===== src/rtl/tcte_pkg.sv =====
package tcte_pkg;

  localparam int COORD_W = 8;
  localparam int OFF_W   = 16;
  localparam int ADDR_W  = 18;
  localparam int CELL_W  = 16;
  localparam int CFG_IDX_W = 1;

  localparam int TCTE_PAGES      = 8;
  localparam int TCTE_PAGE_BYTES = 4096;

  // command codes
  localparam logic [2:0] CMD_SET_CURSOR = 3'd0;
  localparam logic [2:0] CMD_GET_CURSOR = 3'd1;
  localparam logic [2:0] CMD_SEL_PAGE   = 3'd2;
  localparam logic [2:0] CMD_TELETYPE   = 3'd3;
  localparam logic [2:0] CMD_READ_CHAR  = 3'd4;
  localparam logic [2:0] CMD_WRITE_CA   = 3'd5;
  localparam logic [2:0] CMD_WRITE_CHAR = 3'd6;
  localparam logic [2:0] CMD_UNUSED     = 3'd7;

  // video memory request codes
  localparam logic [1:0] MEM_NONE     = 2'd0;
  localparam logic [1:0] MEM_READ     = 2'd1;
  localparam logic [1:0] MEM_WRITE    = 2'd2;
  localparam logic [1:0] MEM_WRITE_LO = 2'd3;

  // CRTC update codes
  localparam logic [1:0] CRTC_NONE   = 2'd0;
  localparam logic [1:0] CRTC_CURSOR = 2'd1;
  localparam logic [1:0] CRTC_START  = 2'd2;

  // configuration register indexes and reset values
  localparam logic [CFG_IDX_W-1:0] CFG_SCREEN_COLUMNS = 1'b0;
  localparam logic [CFG_IDX_W-1:0] CFG_LAST_ROW       = 1'b1;
  localparam logic [COORD_W-1:0]   COLUMNS_RESET      = 8'd80;
  localparam logic [COORD_W-1:0]   LAST_ROW_RESET     = 8'd24;

  typedef struct packed {
    logic [2:0]         cmd;
    logic [7:0]         page;
    logic [COORD_W-1:0] row;
    logic [COORD_W-1:0] column;
    logic [7:0]         char_code;
    logic [7:0]         attribute;
  } item_t;

  typedef struct packed {
    logic               status;
    logic [COORD_W-1:0] cursor_row_out;
    logic [COORD_W-1:0] cursor_col_out;
    logic [1:0]         mem_op;
    logic [ADDR_W-1:0]  mem_addr;
    logic [CELL_W-1:0]  mem_data;
    logic [1:0]         crtc_op;
    logic [15:0]        crtc_value;
    logic               scroll_request;
  } result_t;

  typedef enum logic [1:0] {
    S_IDLE,
    S_OLD,
    S_NEW,
    S_DONE
  } state_t;

  typedef struct packed {
    logic busy;
    logic old_phase;
    logic new_phase;
    logic finish;
  } ctrl_t;

endpackage


===== src/rtl/text_cursor_teletype_engine.sv =====
// A command accepted while idle steps through the old-cursor, new-cursor and commit states;
//   the registered result beat follows on done, and no new command is taken until idle again.
// The shared multiply-add runs twice per command (old cursor cell offset, then new cursor offset).
// Results leave on a one-cycle done strobe; the receiver cannot stall.
// Reset (rst, synchronous): cursor table zero, active page 0, 80 columns, last row 24.
module text_cursor_teletype_engine import tcte_pkg::*; #(
  parameter int PAGES      = TCTE_PAGES,
  parameter int PAGE_BYTES = TCTE_PAGE_BYTES
) (
  input  logic                 clk,
  input  logic                 rst,
  input  logic                 start,
  input  item_t                item,
  output logic                 busy,
  output logic                 done,
  output result_t              result,
  input  logic                 cfg_we,
  input  logic [CFG_IDX_W-1:0] cfg_index,
  input  logic [7:0]           cfg_data
);

  localparam int PAGE_W = (PAGES > 1) ? $clog2(PAGES) : 1;
  localparam logic [8:0] PAGE_LIMIT = 9'(PAGES);

  // ---------------------------------------------------------------------------
  // Configuration registers: the user writes them only while the engine is idle; not enforced here.
  // ---------------------------------------------------------------------------
  logic [COORD_W-1:0] screen_columns;
  logic [COORD_W-1:0] last_row;

  always_ff @(posedge clk) begin
    if (rst) begin
      screen_columns <= COLUMNS_RESET;
      last_row       <= LAST_ROW_RESET;
    end else if (cfg_we) begin
      unique case (cfg_index)
        CFG_SCREEN_COLUMNS: screen_columns <= cfg_data;
        CFG_LAST_ROW:       last_row       <= cfg_data;
        default: ;
      endcase
    end
  end

  // ---------------------------------------------------------------------------
  // Sequencer
  // ---------------------------------------------------------------------------
  ctrl_t ctrl;

  tcte_seq u_seq (
    .clk   (clk),
    .rst   (rst),
    .start (start),
    .ctrl  (ctrl)
  );

  assign busy = ctrl.busy;

  // Command beat is captured at acceptance and held for the whole command.
  item_t item_q;

  always_ff @(posedge clk) begin
    if (start && !ctrl.busy) item_q <= item;
  end

  // ---------------------------------------------------------------------------
  // Cursor table: one row/column word per page, plus the active page.
  // Single read address (the command's page), so plain flops are enough.
  // ---------------------------------------------------------------------------
  logic [2*COORD_W-1:0] cursor_table [PAGES];
  logic [PAGE_W-1:0]    active_page;
  logic [PAGE_W-1:0]    page_idx;
  logic                 page_ok;
  logic [COORD_W-1:0]   cur_row;
  logic [COORD_W-1:0]   cur_col;

  assign page_idx = item_q.page[PAGE_W-1:0];
  assign page_ok  = ({1'b0, item_q.page} < PAGE_LIMIT);
  assign cur_row  = cursor_table[page_idx][2*COORD_W-1:COORD_W];
  assign cur_col  = cursor_table[page_idx][COORD_W-1:0];

  // ---------------------------------------------------------------------------
  // Old-cursor phase: latch the stored cursor and work out the new one.
  // Teletype bumps the column; a match with screen_columns wraps to column 0 and
  // moves down a row, except on the last row, where the row holds and a scroll
  // is requested instead.
  // ---------------------------------------------------------------------------
  logic [COORD_W-1:0] old_row, old_col;
  logic [COORD_W-1:0] new_row, new_col;
  logic               scroll_q;
  logic [COORD_W-1:0] adv_row, adv_col;
  logic               adv_scroll;

  always_comb begin
    adv_row    = cur_row;
    adv_col    = cur_col + 8'd1;
    adv_scroll = 1'b0;
    if (adv_col == screen_columns) begin
      adv_col = '0;
      if (cur_row == last_row) begin
        adv_scroll = 1'b1;
      end else begin
        adv_row = cur_row + 8'd1;
      end
    end
  end

  always_ff @(posedge clk) begin
    if (ctrl.old_phase) begin
      old_row <= cur_row;
      old_col <= cur_col;
      if (item_q.cmd == CMD_SET_CURSOR) begin
        new_row  <= item_q.row;
        new_col  <= item_q.column;
        scroll_q <= 1'b0;
      end else begin
        new_row  <= adv_row;
        new_col  <= adv_col;
        scroll_q <= adv_scroll;
      end
    end
  end

  // ---------------------------------------------------------------------------
  // Shared multiply-add: row*screen_columns + col.
  // Old phase feeds the stored cursor, new phase feeds the updated one; the old
  // offset is parked in off_old while the unit works on the new offset.
  // ---------------------------------------------------------------------------
  logic [COORD_W-1:0] mac_a, mac_c;
  logic [OFF_W-1:0]   mac_q;
  logic [OFF_W-1:0]   off_old;

  assign mac_a = ctrl.new_phase ? new_row : cur_row;
  assign mac_c = ctrl.new_phase ? new_col : cur_col;

  tcte_mac u_mac (
    .clk (clk),
    .a   (mac_a),
    .b   (screen_columns),
    .c   (mac_c),
    .q   (mac_q)
  );

  always_ff @(posedge clk) begin
    if (ctrl.new_phase) off_old <= mac_q;
  end

  // ---------------------------------------------------------------------------
  // Commit phase: build the result beat and update table / active page.
  // ---------------------------------------------------------------------------
  logic [31:0]       base_full;
  logic [ADDR_W-1:0] cell_addr;
  logic              on_active;
  result_t           res;
  logic              tbl_we;
  logic              act_we;

  assign base_full = 32'(page_idx) * 32'(PAGE_BYTES);
  assign cell_addr = base_full[ADDR_W-1:0] + {1'b0, off_old, 1'b0};
  assign on_active = (page_idx == active_page);

  always_comb begin
    res    = '0;
    tbl_we = 1'b0;
    act_we = 1'b0;
    if (item_q.cmd != CMD_UNUSED) begin
      if (!page_ok) begin
        res.status = 1'b1;
      end else begin
        unique case (item_q.cmd)
          CMD_SET_CURSOR: begin
            tbl_we = 1'b1;
            if (on_active) begin
              res.crtc_op    = CRTC_CURSOR;
              res.crtc_value = mac_q;
            end
          end
          CMD_GET_CURSOR: begin
            res.cursor_row_out = old_row;
            res.cursor_col_out = old_col;
          end
          CMD_SEL_PAGE: begin
            if (!on_active) begin
              act_we         = 1'b1;
              res.crtc_op    = CRTC_START;
              res.crtc_value = base_full[15:0];
            end
          end
          CMD_TELETYPE: begin
            tbl_we             = 1'b1;
            res.mem_op         = MEM_WRITE;
            res.mem_addr       = cell_addr;
            res.mem_data       = {item_q.attribute, item_q.char_code};
            res.scroll_request = scroll_q;
            if (on_active) begin
              res.crtc_op    = CRTC_CURSOR;
              res.crtc_value = mac_q;
            end
          end
          CMD_READ_CHAR: begin
            res.mem_op   = MEM_READ;
            res.mem_addr = cell_addr;
          end
          CMD_WRITE_CA: begin
            res.mem_op   = MEM_WRITE;
            res.mem_addr = cell_addr;
            res.mem_data = {item_q.attribute, item_q.char_code};
          end
          CMD_WRITE_CHAR: begin
            res.mem_op   = MEM_WRITE_LO;
            res.mem_addr = cell_addr;
            res.mem_data = {8'd0, item_q.char_code};
          end
          default: ;
        endcase
      end
    end
  end

  always_ff @(posedge clk) begin
    if (rst) begin
      for (int i = 0; i < PAGES; i++) cursor_table[i] <= '0;
      active_page <= '0;
    end else if (ctrl.finish) begin
      if (tbl_we) cursor_table[page_idx] <= {new_row, new_col};
      if (act_we) active_page <= page_idx;
    end
  end

  // Result beat: registered, one-cycle done strobe.
  always_ff @(posedge clk) begin
    if (rst) begin
      done <= 1'b0;
    end else begin
      done <= ctrl.finish;
    end
  end

  always_ff @(posedge clk) begin
    if (ctrl.finish) result <= res;
  end

  // ---------------------------------------------------------------------------
  // Checks
  // ---------------------------------------------------------------------------
  a_latency: assert property (@(posedge clk) disable iff (rst)
    (start && !busy) |-> ##4 done)
    else $error("result beat not 4 cycles after command");

  a_single_beat: assert property (@(posedge clk) disable iff (rst)
    done |=> !done)
    else $error("more than one result beat per command");

  a_idle_on_done: assert property (@(posedge clk) disable iff (rst)
    done |-> !busy)
    else $error("engine busy while presenting result");

  a_bad_page_quiet: assert property (@(posedge clk) disable iff (rst)
    (done && result.status) |->
      (result.mem_op == MEM_NONE && result.crtc_op == CRTC_NONE && !result.scroll_request))
    else $error("rejected page still issued a request");

  a_active_range: assert property (@(posedge clk) disable iff (rst)
    32'(active_page) < PAGES)
    else $error("active page out of range");

endmodule


===== src/rtl/tcte_mac.sv =====
// Shared multiply-add: q = a*b + c, registered. Serves both cursor offsets.
module tcte_mac import tcte_pkg::*; (
  input  logic               clk,
  input  logic [COORD_W-1:0] a,
  input  logic [COORD_W-1:0] b,
  input  logic [COORD_W-1:0] c,
  output logic [OFF_W-1:0]   q
);

  logic [OFF_W-1:0] prod;

  assign prod = {8'd0, a} * {8'd0, b};

  // max 255*255+255 fits in 16 bits
  always_ff @(posedge clk) begin
    q <= prod + {8'd0, c};
  end

endmodule


===== src/rtl/tcte_seq.sv =====
// Command sequencer: old-cursor offset, new-cursor offset, commit.
module tcte_seq import tcte_pkg::*; (
  input  logic  clk,
  input  logic  rst,
  input  logic  start,
  output ctrl_t ctrl
);

  state_t state, state_next;

  always_ff @(posedge clk) begin
    if (rst) begin
      state <= S_IDLE;
    end else begin
      state <= state_next;
    end
  end

  always_comb begin
    state_next = state;
    unique case (state)
      S_IDLE: begin
        if (start) state_next = S_OLD;
      end
      S_OLD:  state_next = S_NEW;
      S_NEW:  state_next = S_DONE;
      S_DONE: state_next = S_IDLE;
      default: state_next = S_IDLE;
    endcase
  end

  always_comb begin
    ctrl.busy      = (state != S_IDLE);
    ctrl.old_phase = (state == S_OLD);
    ctrl.new_phase = (state == S_NEW);
    ctrl.finish    = (state == S_DONE);
  end

endmodule

===== config.mk =====
export PLATFORM = sky130hd
export DESIGN_NAME = text_cursor_teletype_engine
export DESIGN_NICKNAME = d
export VERILOG_FILES = /design/src/rtl/tcte_pkg.sv /design/src/rtl/text_cursor_teletype_engine.sv /design/src/rtl/tcte_mac.sv /design/src/rtl/tcte_seq.sv
export SDC_FILE = /design/constraint.sdc
export NUM_CORES = 1
export LEC_CHECK = 0
export ABC_AREA = 1
export BUFFER_PORTS_ARGS = -buffer_cell sky130_fd_sc_hd__buf_2
export CORE_MARGIN = 8
export CORE_UTILIZATION = 30
export DETAILED_ROUTE_END_ITERATION = 7
export GPL_TIMING_DRIVEN = 0
export SETUP_SLACK_MARGIN = 0.3
export SLEW_MARGIN = 20
export SYNTH_ARGS = -nofsm -noshare
export SYNTH_HDL_FRONTEND = slang
export SYNTH_SLANG_ARGS = --single-unit

===== constraint.sdc =====
create_clock -name clk -period 15.55 [get_ports clk]
set_input_delay 3.11 -clock clk [delete_from_list [all_inputs] [get_ports clk]]
set_output_delay 3.11 -clock clk [all_outputs]
set_load 0.02 [all_outputs]

==> results of run 1 <==
==> layout make-up <==
cell class                 count  area (um^2)  area share, %
sequential                   332         9560           50.3
multi-input combinational   1012         5480           28.8
clock buffer                  56         1090           5.73
inverter                     253          952           5.01
tap                          696          871           4.58
timing repair buffer         130          688           3.62
buffer                        48          288           1.51
clock inverter                10         91.3          0.480
==> logic make-up after synthesis <==
family / synth area share [%]
fa+ha+maj: 9.08
xor+xnor: 0.969
compound gates: 4.02
buf+inv: 7.61
other cells: 0.0231
flops: 58.8
simple gates: 19.5
==> state kept, by name (all words and copies together) (netlist names), named ones only <==
signal          cells
active_page         3
cursor_table      128
done                1
item_q             43
last_row            8
new_col             8
new_row             8
off_old            16
old_col             8
old_row             8
result             71
screen_columns      8
scroll_q            1
u_mac.q            16
u_seq.state         2
==> where the power goes <==
| part | switching, mW | internal [mW] |
|---|---|---|
| sequential | 0.0604 | 1.19 |
| combinational | 1.46 | 0.776 |
| clock | 0.346 | 0.502 |
| total | 1.86 | 2.47 |
==> cells in the final DEF (no fill, tap or decap), types with 4 or more instances in the layout <==
| cell | count |
|---|---|
| nor2_1 | 327 |
| nand2_1 | 321 |
| edfxtp_1 | 291 |
| inv_1 | 232 |
| buf_2 | 136 |
| nand3_1 | 92 |
| o21ai_0 | 56 |
| fa_1 | 45 |
| ha_1 | 44 |
| dfxtp_1 | 41 |
| clkbuf_16 | 39 |
| a21oi_1 | 37 |
| clkbuf_1 | 33 |
| o21ai_1 | 16 |
| clkinv_1 | 14 |
| xor2_1 | 12 |
| nand2_2 | 11 |
| buf_6 | 10 |
| o211ai_1 | 9 |
| inv_2 | 8 |
| xnor2_1 | 6 |
| buf_4 | 5 |
| nor3_1 | 5 |
| nand4_1 | 5 |
| clkbuf_8 | 5 |
| nor2_2 | 4 |
| clkinv_2 | 4 |
==> routing by layer <==
layer / up-vias / global-route usage, % / part of all wire [%]
met5: - / 0 / 0
met4: 0 / 2.54 / 1.3
met2: 357 / 20.8 / 46
met1: 5586 / 17.9 / 46
met3: 38 / 2.53 / 6.9
li1: 5621 / - / -
==> worst max path at each step <==
stage | startpoint | endpoint | cells past startpoint
global placement | u_seq.state[0] | u_mac.q[14] | 22
global route | u_seq.state[0] | u_mac.q[14] | 22
floorplan | u_seq.state[0] | u_mac.q[14] | 24
finish | u_seq.state[0] | u_mac.q[14] | 22
CTS | u_seq.state[0] | u_mac.q[14] | 22
detailed placement | u_seq.state[0] | u_mac.q[14] | 22
==> Yosys cell counts, types with 10 or more instances <==
library cell	number	share of area, %
a21oi_1	37	1.1
buf_6	10	0.69
clkbuf_1	21	0.48
clkinv_1	12	0.28
dfxtp_1	41	5.0
edfxtp_1	291	54
fa_1	45	5.5
ha_1	46	3.5
inv_1	233	5.4
nand2_1	321	7.4
nand2_2	11	0.42
nand3_1	92	2.8
nor2_1	327	7.5
o21ai_0	56	1.7
o21ai_1	16	0.49
xor2_1	12	0.65
==> worst max-delay path, delay by kind of cell, from the launching register on <==
| family | cells | cell delay (ps) |
|---|---|---|
| AOI/OAI and AO/OA | 6 | 1640 |
| xor gates and xnor gates | 1 | 330 |
| adders and majority gates | 6 | 3260 |
| buffers and inverters | 6 | 790 |
| DFF | 1 | 360 |
| and+or+nand+nor | 3 | 300 |
==> summary.md, run 1 <==
| Metric | Value |
|---|---|
| Hold path cells | `0` |
| Fill cells | `between 5k and 6k` |
| Worst vdd ir | `between 0.2 and 0.3 mV` |
| P&R area growth vs syn | `17.0%` |
| Post-Route WL | `between 40 and 50 mm` |
| Drt pass-1 iters | `6` |
| Die ar. | `approximately 62000 um^2` |
| Antenna diode count | `0` |
| Final hold slack | `about 430 ps` |
| Max transition margin | `30.1%` |
| R2r setup slk | `just under 9000 ps` |
| Worst path slowest cell | `o21ai_0` |
| Post-route insts no fill | `2537` |
| Clock Tree Buf Depth | `3` |
| Via density | `about 4.6` |
| Antenna violations before repair | `1` |
| CP most frequent cell | `inv_1` |
| Kind of start point of the critical path | `flop` |
| Post-CTS Hold Buffers | `0` |
| Chip Width | `249 um` |
| Mean post-synth cell area | `slightly below 10 um^2` |
| Worst Max-Slew Pin Slew | `1040 ps` |
| CTS tree | `built` |
| RR Startpoint | `u_seq.state[0]` |
| Core area | `53700 um^2` |
| Design Power | `4.33 mW` |
| Worst setup margin | `~8700 ps` |
| WP data arrival | `7210 ps` |
| Post-Synthesis Cells | `approximately 1.6k` |
| Layout cells sized above 1 | `approximately an eighth` |
| Post-Syn Nets | `1792` |
| Worst hold path endpoint | `off_old[8]` |
| First-pass GRT wire length | `approximately 64 mm` |
| Final instance area | `approximately 19000 um^2` |
| TritonCTS Buffers | `36` |
| # Post-CTS Setup Buffers | `0` |
| Reg2reg end | `u_mac.q[14]` |
| GPL Wtd Cong | `~0.9` |
| Ys Warns | `0` |
| Initial Util | `about 30%` |
| Root buf cell | `clkbuf_16` |
| Utilization after layout | `35.4%` |
| Slew Viols, Final | `0` |
| Io pins | `130` |
| Post-DP HPWL | `~31 mm` |
| Pin count of the biggest net entering global routing | `51` |
| Total of max-cap violations | `0` |
| F_max | `approximately 150 MHz` |
| GRT Util Overall | `roughly an eighth` |
| Main flop type after synthesis | `edfxtp_1` |
| Grt ovf | `0` |
| CTS resizes | `0` |
| Crit path time final | `roughly 6800 ps` |
| Final Hold Viols | `0` |
| Synth Cell Area | `roughly 16000 um^2` |
| Required time worst endpoint | `around 16000 ps` |
| Post-synth ARST share | `0%` |
| Initial DRC Count | `1048` |
| #FFs+latches synth | `roughly 330` |
| Pwr dens | `approximately 230 nW/um^2` |
| Die H | `249 um` |
| Placed Cells | `between 2k and 2.5k` |
| Antenna-violating nets left | `0` |
| DRC | `0` |
| Setup_tns | `0 ps` |
| Worst-path maximum fanout | `18` |
| PortBufs | `between 100 and 150` |
| Worst hold path startpoint | `u_mac.q[8]` |
| Clock slew seen by the registers of the worst setup and hold paths | `approximately 60 ps` |
| RSZ-0062 raised after global routing | `false` |
| Placed Area | `approximately 18000 um^2` |
| Hold WC Path Type | `flop to flop` |
| Synth cell types | `39` |
| Critical path endpoint category | `flop` |
| CP cell instances | `inv_1, ha_1, inv_1, o21ai_0, inv_1, nand2_1, fa_1, fa_1, inv_1, fa_1, inv_1, fa_1, inv_1, ha_1, a21oi_1, o21ai_0, a21oi_1, o21ai_0, a21oi_1, nor2_1, nor2_1, xnor2_1` |
| Post-synthesis sequential area ratio | `between 50 and 60%` |
| H-tree depth | `2` |
| Final Net Count | `1960` |
| Tcrit/Tclk final | `43.8%` |
| Num rows | `85` |
| Status | `completed` |
| WS Path Type | `flop to flop` |
| Clock Latency Late Sink | `roughly 530 ps` |
| Crit-path max cell delay | `roughly 880 ps` |
| Clock skew | `20.8 ps` |
| Number of flops mapped to enable cells by yosys | `just under 300` |
| Vias | `roughly 12k` |
| Clk sinks | `332` |
| Reg2reg path depth | `22` |
| Setup Viol. Count Final | `0` |
| Wire per inst | `roughly 16 um` |
| Worst slack at placement | `8760 ps` |
| Vias in the first global route | `around 12k` |
| Leakage Power | `approximately 8.2 nW` |
(Power assumes the default switching activity.)
==> run 2, diff against run 1 <==
clock period = 6.55 ns   (was 15.55 ns; I/O delays follow)
==> run 2 against run 1 <==
Net effect: critical path depth up 2; sequential share of layout area down 0.20 points; register-to-register slack worse by 8200 ps; clock power up 140%; via count down 0.27%; wire length about the same; final cell count about the same; design area up 0.39%; setup slack worse by 8200 ps; sequential power up 140%; hold slack about the same; critical endpoint unchanged; largest cell class unchanged; highest routed layer unchanged.
==> summary.md, run 2 (synthesis gave the netlist of run 1 again) <==
| Metric | Value |
|---|---|
| Status | `completed` |
| Root buf cell | `clkbuf_16` |
| Grt ovf | `0` |
| PortBufs | `around 130` |
| Post-DP HPWL | `between 30 and 40 mm` |
| Biggest regs | `cursor_table x128, result x71, item_q x43` |
| Max transition margin | `a little under two fifths` |
| Final instance area | `around 19000 um^2` |
| Slew Viols, Final | `0` |
| Clock skew | `~20 ps` |
| Worst Max-Slew Pin Slew | `approximately 940 ps` |
| Setup_tns | `0 ps` |
| CP most frequent cell | `fa_1` |
| Die ar. | `~62000 um^2` |
| Most common cell after layout, fill and taps aside | `nor2_1` |
| Delay-heaviest family, CP | `adder cells` |
| Clk sinks | `roughly 330` |
| Worst-path maximum fanout | `10` |
| Post-CTS Hold Buffers | `0` |
| Required time worst endpoint | `between 6000 and 7000 ps` |
| Worst setup margin | `between 500 and 600 ps` |
| Max FFs per register | `approximately 130` |
| Antenna diode count | `0` |
| Critical path endpoint category | `flop` |
| Worst path slowest cell | `fa_1` |
| Hold WC Path Type | `flop to flop` |
| Final Hold Viols | `0` |
| GRT Util Overall | `roughly an eighth` |
| Routing usage on met3 | `~2.5%` |
| Grt met1 use | `17.9%` |
| Setup Viol. Count Final | `0` |
| Final hold slack | `around 430 ps` |
| Leakage Power | `between 8 and 9 nW` |
| Wire per inst | `15.9 um` |
| Layout cells sized above 1 | `about 14%` |
| Fill cells | `between 5k and 6k` |
| Num rows | `between 80 and 90` |
| Clock Latency Late Sink | `530 ps` |
| CP cell instances | `buf_4, clkbuf_4, clkbuf_4, o21ai_0, o211ai_1, nand2_2, o21ai_4, nand2_1, fa_1, fa_1, inv_1, fa_1, inv_1, fa_1, inv_1, ha_1, a21oi_1, o21ai_0, a21oi_1, o21ai_0, a21oi_1, nor2_1, nor2_1, xnor2_2` |
| Final Net Count | `around 2k` |
| Total of max-cap violations | `0` |
| First-pass GRT wire length | `64.3 mm` |
| Io pins | `130` |
| Kind of start point of the critical path | `flop` |
| WS Path Type | `flop to flop` |
| Crit path time final | `6000 ps` |
| GPL Wtd Cong | `0.900` |
| Seq. cell area | `9560 um^2` |
| Placed Cells | `around 2.5k` |
| Chip Width | `between 200 and 250 um` |
| Vias | `11.6k` |
| Placed Area | `approximately 18000 um^2` |
| Most frequent cells in the layout | `nor2_1, nand2_1, edfxtp_1` |
| Clock Tree Buf Depth | `3` |
| Post-Route WL | `40.3 mm` |
| Post-route insts no fill | `~2.5k` |
| Core area | `53700 um^2` |
| Vias in the first global route | `approximately 12k` |
| WP data arrival | `6420 ps` |
| Clock slew seen by the registers of the worst setup and hold paths | `~60 ps` |
| Multi-input combinational cell area | `around 5500 um^2` |
| Initial Util | `30.3%` |
| Crit-path max cell delay | `between 500 and 600 ps` |
| Drt pass-1 iters | `8` |
| Die H | `roughly 250 um` |
| TritonCTS Buffers | `36` |
| F_max | `about 170 MHz` |
| CTS tree | `built` |
| P&R area growth vs syn | `17.4%` |
| Tcrit/Tclk final | `91.6%` |
| Design Power | `~10 mW` |
| Antenna-violating nets left | `0` |
| Worst vdd ir | `0.702 mV` |
| Utilization after layout | `between 30% and 40%` |
| Most Crowded Layer GR | `met2` |
| Pin count of the biggest net entering global routing | `51` |
| RSZ-0062 raised after global routing | `false` |
| Buf/Inv on CP | `6` |
| Antenna violations before repair | `1` |
| Via density | `~4.6` |
| H-tree depth | `2` |
| Most flops, register | `cursor_table` |
| DRC | `0` |
| Worst slack at placement | `-244 ps` |
| Pwr dens | `543 nW/um^2` |
| Initial DRC Count | `~1.1k` |
| GR Util met2 | `between 20% and 30%` |
-- run 2: changes by cell type in the layout (fill, tap and decap cells not counted), sizes merged --
cell / previous run / this run
buf: 156 / 154
clkbuf: 78 / 81
-- run 2: layer usage --
metal,up-vias,routed length [um]
met5,-,0
met4,0,459
met3,34,2710
met2,309,18500
met1,5606,18600
li1,5622,-
-- run 2: area by class of cell --
class | instances | area share, %
Sequential cell | 332 | 50.1
Multi-Input combinational cell | 1012 | 29.0
Clock buffer | 56 | 5.71
Inverter | 253 | 4.99
Tap cell | 696 | 4.56
Timing Repair Buffer | 132 | 3.68
Buffer | 47 | 1.55
Clock inverter | 10 | 0.478
-- run 2: where the power goes --
part | switching [mW] | internal [mW]
Clock | 0.823 | 1.19
Combinational | 3.50 | 1.89
Sequential | 0.147 | 2.82
Total | 4.47 | 5.90
-- run 2: path summary, 6_finish.rpt --
check | slack (ps) | end | depth (start not counted) | from
setup / recovery | 550 | u_mac.q[14] | 24 | flop
hold reg to reg | 430 | off_old[8] | 0 | u_mac.q[8]
setup reg to reg | 550 | u_mac.q[14] | 24 | flop
hold / removal | 430 | off_old[8] | 0 | u_mac.q[8]
-- run 2: repair_timing --
| action | 4_1_cts | 5_1_grt |
|---|---|---|
| gates resized for setup | 8 | 20 |
| pin swaps | 0 | 2 |
| setup endpoints to repair | 4 | 4 |
| buffers inserted | 0 | 2 |
| cloned | 0 | 0 |
